`config.mk`:
```
export PLATFORM = sky130hd
export DESIGN_NAME = fnvh_back_flat
export DESIGN_NICKNAME = d
export VERILOG_FILES = /design/src/fnvh_pkg.sv /design/src/fnvh_if.sv /design/src/fnvh_back.sv /design/src/flat_wrapper.sv
export SDC_FILE = /design/constraint.sdc
export NUM_CORES = 2
export LEC_CHECK = 0
export ABC_AREA = 0
export BUFFER_PORTS_ARGS = -buffer_cell sky130_fd_sc_hd__buf_2
export CAP_MARGIN = 20
export CORE_AREA = 2 2 428 430
export CTS_BUF_LIST = sky130_fd_sc_hd__clkbuf_8
export CTS_CLUSTER_SIZE = 16
export DETAILED_ROUTE_END_ITERATION = 12
export DIE_AREA = 0 0 430 432
export PLACE_DENSITY = 0.74
export SYNTH_ARGS = -nofsm -noshare
export SYNTH_HDL_FRONTEND = slang
export SYNTH_SLANG_ARGS = --single-unit
```
`constraint.sdc`:
```
create_clock -name clk -period 60.1 [get_ports clk]
set_input_delay 0 -clock clk [delete_from_list [all_inputs] [get_ports clk]]
set_output_delay 0 -clock clk [all_outputs]
set_load 0.05 [all_outputs]
```
`src/fnvh_pkg.sv`:
```
// fnvh_pkg: shared widths, offset basis, prime shift table and carry-save tree shape
// for the fnv-1a 512 stream hash; no dependencies
`default_nettype none

package fnvh_pkg;

  localparam int HASH_W      = 512;
  localparam int BYTE_W      = 8;
  localparam int WORD_W      = 64;
  localparam int NUM_WORDS   = HASH_W / WORD_W;
  localparam int IDX_W       = $clog2(NUM_WORDS);
  localparam logic [IDX_W-1:0] IDX_LAST = IDX_W'(NUM_WORDS - 1);

  localparam int QUEUE_DEPTH_DEF = 2;

  localparam logic [HASH_W-1:0] OFFSET_BASIS = {
    64'hB86DB0B1171F4416, 64'hDCA1E50F309990AC,
    64'hAC87D059C9000000, 64'h0000000000000D21,
    64'hE948F68A34C192F6, 64'h2EA79BC942DBE7CE,
    64'h182036415F56E34B, 64'hAC982AAC4AFE9FD9
  };

  // prime 2^344 + 0x157 as set bit positions
  localparam int NUM_SHIFTS = 7;
  localparam int PRIME_SHIFTS [NUM_SHIFTS] = '{0, 1, 2, 4, 6, 8, 344};

  // three operands (sum, carry, low byte) times seven shifts
  localparam int NUM_OPS    = 3;
  localparam int NUM_TERMS  = NUM_OPS * NUM_SHIFTS;

  // 3:2 compressor tree: 21 -> 14 -> 10 -> 7 -> 5 -> 4 -> 3 -> 2
  localparam int CSA_LEVELS = 7;
  localparam int MAX_GROUPS = 7;
  localparam int LEVEL_GROUPS [CSA_LEVELS]   = '{7, 4, 3, 2, 1, 1, 1};
  localparam int LEVEL_COUNT  [CSA_LEVELS+1] = '{21, 14, 10, 7, 5, 4, 3, 2};

  // hash kept in carry-save form: value = sum + carry mod 2^512
  typedef struct packed {
    logic [HASH_W-1:0] sum;
    logic [HASH_W-1:0] carry;
  } hash_pair_t;

endpackage

`default_nettype wire

```
`src/fnvh_if.sv`:
```
// fnvh_in_if / fnvh_out_if: valid-ready channels for message bytes and digest words
// depends on fnvh_pkg
`default_nettype none


interface fnvh_out_if;
  import fnvh_pkg::*;
  logic              valid;
  logic              ready;
  logic [WORD_W-1:0] digest_word;
  logic [IDX_W-1:0]  word_index;
  logic              last_word;

  modport source (output valid, digest_word, word_index, last_word, input ready);
  modport sink   (input valid, digest_word, word_index, last_word, output ready);
endinterface

`default_nettype wire

```
`src/fnvh_back.sv`:
```
// fnvh_back: resolves a carry-save hash one 64-bit limb per cycle, then streams
// the digest out most significant word first; depends on fnvh_pkg, fnvh_if
`default_nettype none

module fnvh_back (
  input  wire logic            clk,
  input  wire logic            rst_n,
  input  wire logic            pop_valid,
  output logic                 pop_ready,
  input  wire fnvh_pkg::hash_pair_t pop_data,
  fnvh_out_if.source           out_ch
);
  import fnvh_pkg::*;

  typedef enum logic [1:0] {RES_IDLE, RES_SUM, RES_HOLD} res_state_t;

  res_state_t        res_state_r;
  logic [HASH_W-1:0] sum_sh_r, carry_sh_r, acc_r, emit_r;
  logic              cin_r;
  logic [IDX_W-1:0]  cnt_r, idx_r;
  logic              emit_valid_r;
  logic [WORD_W:0]   limb_sum;
  logic              out_accept, emit_free;

  assign limb_sum   = {1'b0, sum_sh_r[WORD_W-1:0]} + {1'b0, carry_sh_r[WORD_W-1:0]}
                      + (WORD_W+1)'(cin_r);
  assign pop_ready  = (res_state_r == RES_IDLE);
  assign out_accept = emit_valid_r & out_ch.ready;
  // output bank can take a new digest this cycle
  assign emit_free  = !emit_valid_r || (out_accept && idx_r == IDX_LAST);

  assign out_ch.valid       = emit_valid_r;
  assign out_ch.digest_word = emit_r[HASH_W-1 -: WORD_W];
  assign out_ch.word_index  = idx_r;
  assign out_ch.last_word   = (idx_r == IDX_LAST);

  always_ff @(posedge clk) begin
    if (!rst_n) begin
      res_state_r  <= RES_IDLE;
      emit_valid_r <= 1'b0;
      idx_r        <= '0;
      cnt_r        <= '0;
      cin_r        <= 1'b0;
    end else begin
      unique case (res_state_r)
        RES_IDLE: begin
          if (pop_valid) begin
            sum_sh_r    <= pop_data.sum;
            carry_sh_r  <= pop_data.carry;
            cnt_r       <= '0;
            cin_r       <= 1'b0;
            res_state_r <= RES_SUM;
          end
        end
        RES_SUM: begin
          // ripple carry limb by limb, least significant first
          sum_sh_r   <= sum_sh_r >> WORD_W;
          carry_sh_r <= carry_sh_r >> WORD_W;
          acc_r      <= {limb_sum[WORD_W-1:0], acc_r[HASH_W-1:WORD_W]};
          cin_r      <= limb_sum[WORD_W];
          cnt_r      <= cnt_r + 1'b1;
          if (cnt_r == IDX_LAST) begin
            res_state_r <= RES_HOLD;
          end
        end
        RES_HOLD: begin
          if (emit_free) begin
            res_state_r <= RES_IDLE;
          end
        end
      endcase

      if (res_state_r == RES_HOLD && emit_free) begin
        emit_r       <= acc_r;
        emit_valid_r <= 1'b1;
        idx_r        <= '0;
      end else if (out_accept) begin
        emit_r <= emit_r << WORD_W;
        idx_r  <= idx_r + 1'b1;
        if (idx_r == IDX_LAST) begin
          emit_valid_r <= 1'b0;
        end
      end
    end
  end

endmodule

`default_nettype wire

```
`src/flat_wrapper.sv`:
```
// flat-port wrapper written by rule: the top's interface ports become plain ports
module fnvh_back_flat import fnvh_pkg::*;
  (clk, rst_n, pop_valid, pop_ready, pop_data, out_ch_valid, out_ch_digest_word, out_ch_word_index, out_ch_last_word, out_ch_ready);
  fnvh_out_if out_ch_i ();
  input  wire logic clk;
  input  wire logic rst_n;
  input  wire logic pop_valid;
  output logic pop_ready;
  input  wire fnvh_pkg::hash_pair_t pop_data;
  output wire logic [$bits(out_ch_i.valid)-1:0] out_ch_valid;
  output wire logic [$bits(out_ch_i.digest_word)-1:0] out_ch_digest_word;
  output wire logic [$bits(out_ch_i.word_index)-1:0] out_ch_word_index;
  output wire logic [$bits(out_ch_i.last_word)-1:0] out_ch_last_word;
  input wire logic [$bits(out_ch_i.ready)-1:0] out_ch_ready;
  assign out_ch_valid = out_ch_i.valid;
  assign out_ch_digest_word = out_ch_i.digest_word;
  assign out_ch_word_index = out_ch_i.word_index;
  assign out_ch_last_word = out_ch_i.last_word;
  assign out_ch_i.ready = out_ch_ready;
  fnvh_back u_core (.clk(clk), .rst_n(rst_n), .pop_valid(pop_valid), .pop_ready(pop_ready), .pop_data(pop_data), .out_ch(out_ch_i));
endmodule
```
==> results.py, run 1 <==
metrics = {
    "yosys": {
        "syn_avg_cell_area_um2": 18.8,
        "netlist-cell-type-count": 54,
        "synthFlopType": "edfxtp_1",
        "synth-edff-count": 2048,
        "synthTopCellsByCount": "2048 x edfxtp_1, 1344 x mux2_2, 190 x clkbuf_1, 140 x nor2b_1, 84 x a21oi_1",
        "yosysWarningCount": 0,
        "synth_top_area_frac": 0.739,
        "netlist_area_um2": 83300,
        "seq_area_frac_synth": 0.741,
        "synth_area_leader_cell": "edfxtp_1",
        "netlist_top_cells_area": "edfxtp_1 74%, mux2_2 18%, ha_1 1.1%, nor2b_1 1.1%, clkbuf_1 0.86%",
        "synth-async-reset-ratio": 0,
        "synth_seq_cells": 2058,
        "syn_inst": 4436,
        "synth.most_common_cell": "edfxtp_1",
        "synth_nets": 5536,
    },
    "floorplan": {
        "die_x_um": 430,
        "rows": 157,
        "start_util": 0.458,
        "num_io_pins": 1098,
        "fp.dieH_um": 432,
    },
    "outcome": {
        "status": "stopped before the end",
        "lastStage": "clock tree synthesis (4_1_cts)",
        "error": "[ERROR RSZ-0060] Max buffer count reached.",
    },
    "placed_design": {
        "port_buffers": 1097,
        "place_congestion": 0.988,
        "hpwl_um": 182000,
    },
    "clocking": {
        "postCtsResizedCells": 0,
        "post_cts_buffers": 0,
        "hold_buffers": 1661,
        "clk_path_buf_depth": 4,
        "cts.sinks": 2058,
        "cts-root-buf": "clkbuf_8",
        "cts_htree_levels": 5,
        "numCtsBuffers": 353,
    },
}
logic make-up after synthesis:
kind of cell / synth area share
AO/OA/AOI/OAI: 0.0186
XOR/XNOR: 0.00652
adder cells (fa/ha/maj): 0.0110
buffers and inverters: 0.0157
flip-flops: 0.741
multiplexers: 0.182
AND/OR/NAND/NOR: 0.0253
through the flow:
step / instance area (um2) / hold WS (ns) / worst slack [ns] / cells / util
3_5_place_dp: 91000 / 0.294 / 53.33 / 7706 / 0.501
3_3_place_gp: 91000 / 0.289 / 53.45 / 7706 / 0.501
2_1_floorplan: 83300 / 0.154 / 11.91 / 4436 / -
==> run 2, diff against run 1 <==
CORE_AREA = unset   (was 2 2 428 430)
CORE_MARGIN = 1   (was unset)
CORE_UTILIZATION = 37   (was unset)
CTS_BUF_LIST = unset   (was sky130_fd_sc_hd__clkbuf_8)
CTS_CLUSTER_SIZE = unset   (was 16)
DIE_AREA = unset   (was 0 0 430 432)
PLACE_DENSITY = unset   (was 0.74)
PLACE_DENSITY_LB_ADDON = 0.15   (was unset)
==> results.py, run 2 <==
metrics = {
    "placed_design": {
        "placed_cell_area_um2": 91700,
        "place_congestion": 0.940,
        "port_buffers": 1097,
        "hpwl_um": 185000,
    },
    "power_and_ir_drop": {
        "leakage_nw": 41.6,
        "sequentialPowerShare": 0.493,
        "power_mw": 3.59,
        "clkPwrFrac": 0.372,
        "net-switching-power_uw": 872,
        "ir_drop_uv": 30.2,
        "p_sw_frac": 0.243,
        "power_frac_comb": 0.135,
        "p_per_area_nw_per_um2": 30.9,
        "internal_power_mw": 2.72,
    },
    "floorplan": {
        "start_util": 0.373,
        "fp.dieH_um": 476,
        "die-area_um2": 227000,
        "rows": 173,
        "die_x_um": 476,
        "core_um2": 223000,
        "num_io_pins": 1098,
    },
    "yosys": {
        "synthTopCellsByCount": "2048 x edfxtp_1, 1344 x mux2_2, 190 x clkbuf_1, 140 x nor2b_1, 84 x a21oi_1",
        "netlist_area_um2": 83300,
        "seq_area_frac_synth": 0.741,
        "syn_inst": 4436,
        "synth_top_area_frac": 0.739,
        "synth-async-reset-ratio": 0,
        "synthFlopType": "edfxtp_1",
        "yosysWarningCount": 0,
        "netlist_top_cells_area": "edfxtp_1 74%, mux2_2 18%, ha_1 1.1%, nor2b_1 1.1%, clkbuf_1 0.86%",
        "netlist-cell-type-count": 54,
        "syn_avg_cell_area_um2": 18.8,
        "synth_area_leader_cell": "edfxtp_1",
        "synth-edff-count": 2048,
        "synth_nets": 5536,
        "synth_seq_cells": 2058,
        "synth.most_common_cell": "edfxtp_1",
    },
    "flow_run": {
        "cap_violations": 0,
    },
    "clocking": {
        "clk_path_buf_depth": 3,
        "clkSlewWorstSetupHoldPaths_ns": 0.06,
        "numCtsBuffers": 221,
        "cts.sinks": 2058,
        "cts_htree_levels": 4,
        "post_cts_buffers": 0,
        "worstSkewPairLatency_ns": 0.88,
        "cts_tree": "done",
        "cts-root-buf": "clkbuf_16",
    },
    "routing": {
        "routedWlPerCell_um": 25.2,
        "totalWireLength_um": 266000,
        "route.detailed.drc": 0,
        "vias": 50768,
        "antenna_left": 0,
        "drt_first_pass_iters": 5,
        "viasPerCell": 4.81,
        "drt_iter0_drc": 3511,
    },
    "cells_and_area": {
        "final_common_cell": "edfxtp_1",
        "final.fill_count": 18479,
        "nets": 8371,
        "final_layout_size_suffix_gt1_frac": 0.375,
        "area_delta_synth_final_pct": 39.8,
        "design_area_um2": 116000,
        "layout_common_cells": "2048 x edfxtp_1, 1726 x dlygate4sd3_1, 1344 x mux2_2",
        "multi_input_area_um2": 20300,
        "seqCellArea_um2": 61700,
    },
    "global_route": {
        "grt_max_degree": 203,
        "antenna_found_initial": 186,
        "grt_pass1_vias": 52912,
        "grt_usage": 0.228,
        "grt_overflow": 0,
        "grt_pass1_wl_um": 374000,
    },
    "critical_path": {
        "crit_arrival_ns": 6.67,
        "cp-start-kind": "register",
        "cp.required_ns": 60.59,
        "critPathKind": "reg -> reg",
        "cp_max_fo": 79,
        "crit_path_end_kind": "register",
    },
    "sta": {
        "min_period_over_period": 0.103,
        "finalSetupTns_ns": 0,
        "tightest_slew_ns": 1.11,
        "grt_setup_unrepaired": "no",
        "slew_viol_final": 0,
        "finalHoldViolations": 0,
        "clock_skew_ns": 0.0781,
        "timing.fmax_mhz": 162,
        "slew_headroom": 0.260,
        "setup_viol": 0,
        "layout_min_cycle_time_ns": 6.18,
    },
    "worst_hold_path": {
        "hold_class": "in -> reg",
    },
    "outcome": {
        "status": "complete, no violations",
    },
}
-- run 2: stage by stage --
stage                     hold slack, ns  utilization  std cells  setup WS, ns
after floorplan                    0.154            -       4436         11.91
after global placement             0.290        0.411       8295         53.85
after detailed placement           0.293        0.411       8295         53.77
after CTS                        0.00112        0.520      10433         53.79
after global routing              0.0169        0.522      10523         53.45
final                             0.0565        0.522      10560         53.92
-- run 2: cells by family after synthesis --
family | Yosys count | synth area share
DFF | 2058 | 0.741
muxes | 1345 | 0.182
and+or+nand+nor | 381 | 0.0253
buffers and inverters | 284 | 0.0157
AOI/OAI and AO/OA | 234 | 0.0186
adders and majority gates | 72 | 0.0110
xor gates and xnor gates | 62 | 0.00652
-- run 2: path summary, 6_finish.rpt --
| kind | from | end | slack (ns) | cells past startpoint |
|---|---|---|---|---|
| worst max-delay path | u_core.res_state_r[1] | u_core.sum_sh_r[446] | 53.92 | 9 |
| worst min-delay path | pop_data[256] | u_core.carry_sh_r[256] | 0.06 | 3 |
| worst max register to register | u_core.res_state_r[1] | u_core.sum_sh_r[446] | 53.92 | 9 |
| worst min register to register | u_core.acc_r[406] | u_core.acc_r[342] | 0.43 | 0 |
-- run 2: area by class of cell --
cell class | count | area share
sequential | 2058 | 0.530
timing repair buffer | 2868 | 0.200
multi-input combinational | 2094 | 0.174
clock buffer | 285 | 0.0502
tap | 2975 | 0.0320
clock inverter | 127 | 0.0101
antenna | 125 | 0.00269
inverter | 28 | 0.000903
-- run 2: metal layers --
metal  up-vias  GRT usage  share of wire
li1      23062          -              -
met3       573     0.0484          0.051
met2      1471      0.376           0.48
met1     25616      0.288           0.42
met4        46      0.103          0.046
met5         -          0         0.0013
-- run 2: power by group through the flow --
stage	registers, mW	logic (mW)	clock network [mW]
6_report	1.77	0.484	1.34
3_3_place_gp	1.80	0.380	0
5_1_grt	1.78	0.515	1.42
3_5_place_dp	1.80	0.381	0
2_1_floorplan	1.91	0.248	0
4_1_cts	1.77	0.482	1.37
-- run 2: worst max-delay path, stage by stage, from the launching register on --
cell	delay [ns]
dfxtp_1	0.31
inv_1	0.13
ha_4	0.60
o21ai_0	0.47
nor2b_4	0.24
buf_4	0.51
buf_4	0.84
buf_4	0.81
buf_4	0.94
buf_4	0.74
-- run 2: timing repair --
action,CTS,global route
gates resized for setup,0,0
endpoints found under the hold margin,1034,0
hold buffers,1726,0
setup endpoints to repair,0,0
Note: power is estimated with default switching activity, not from simulation.
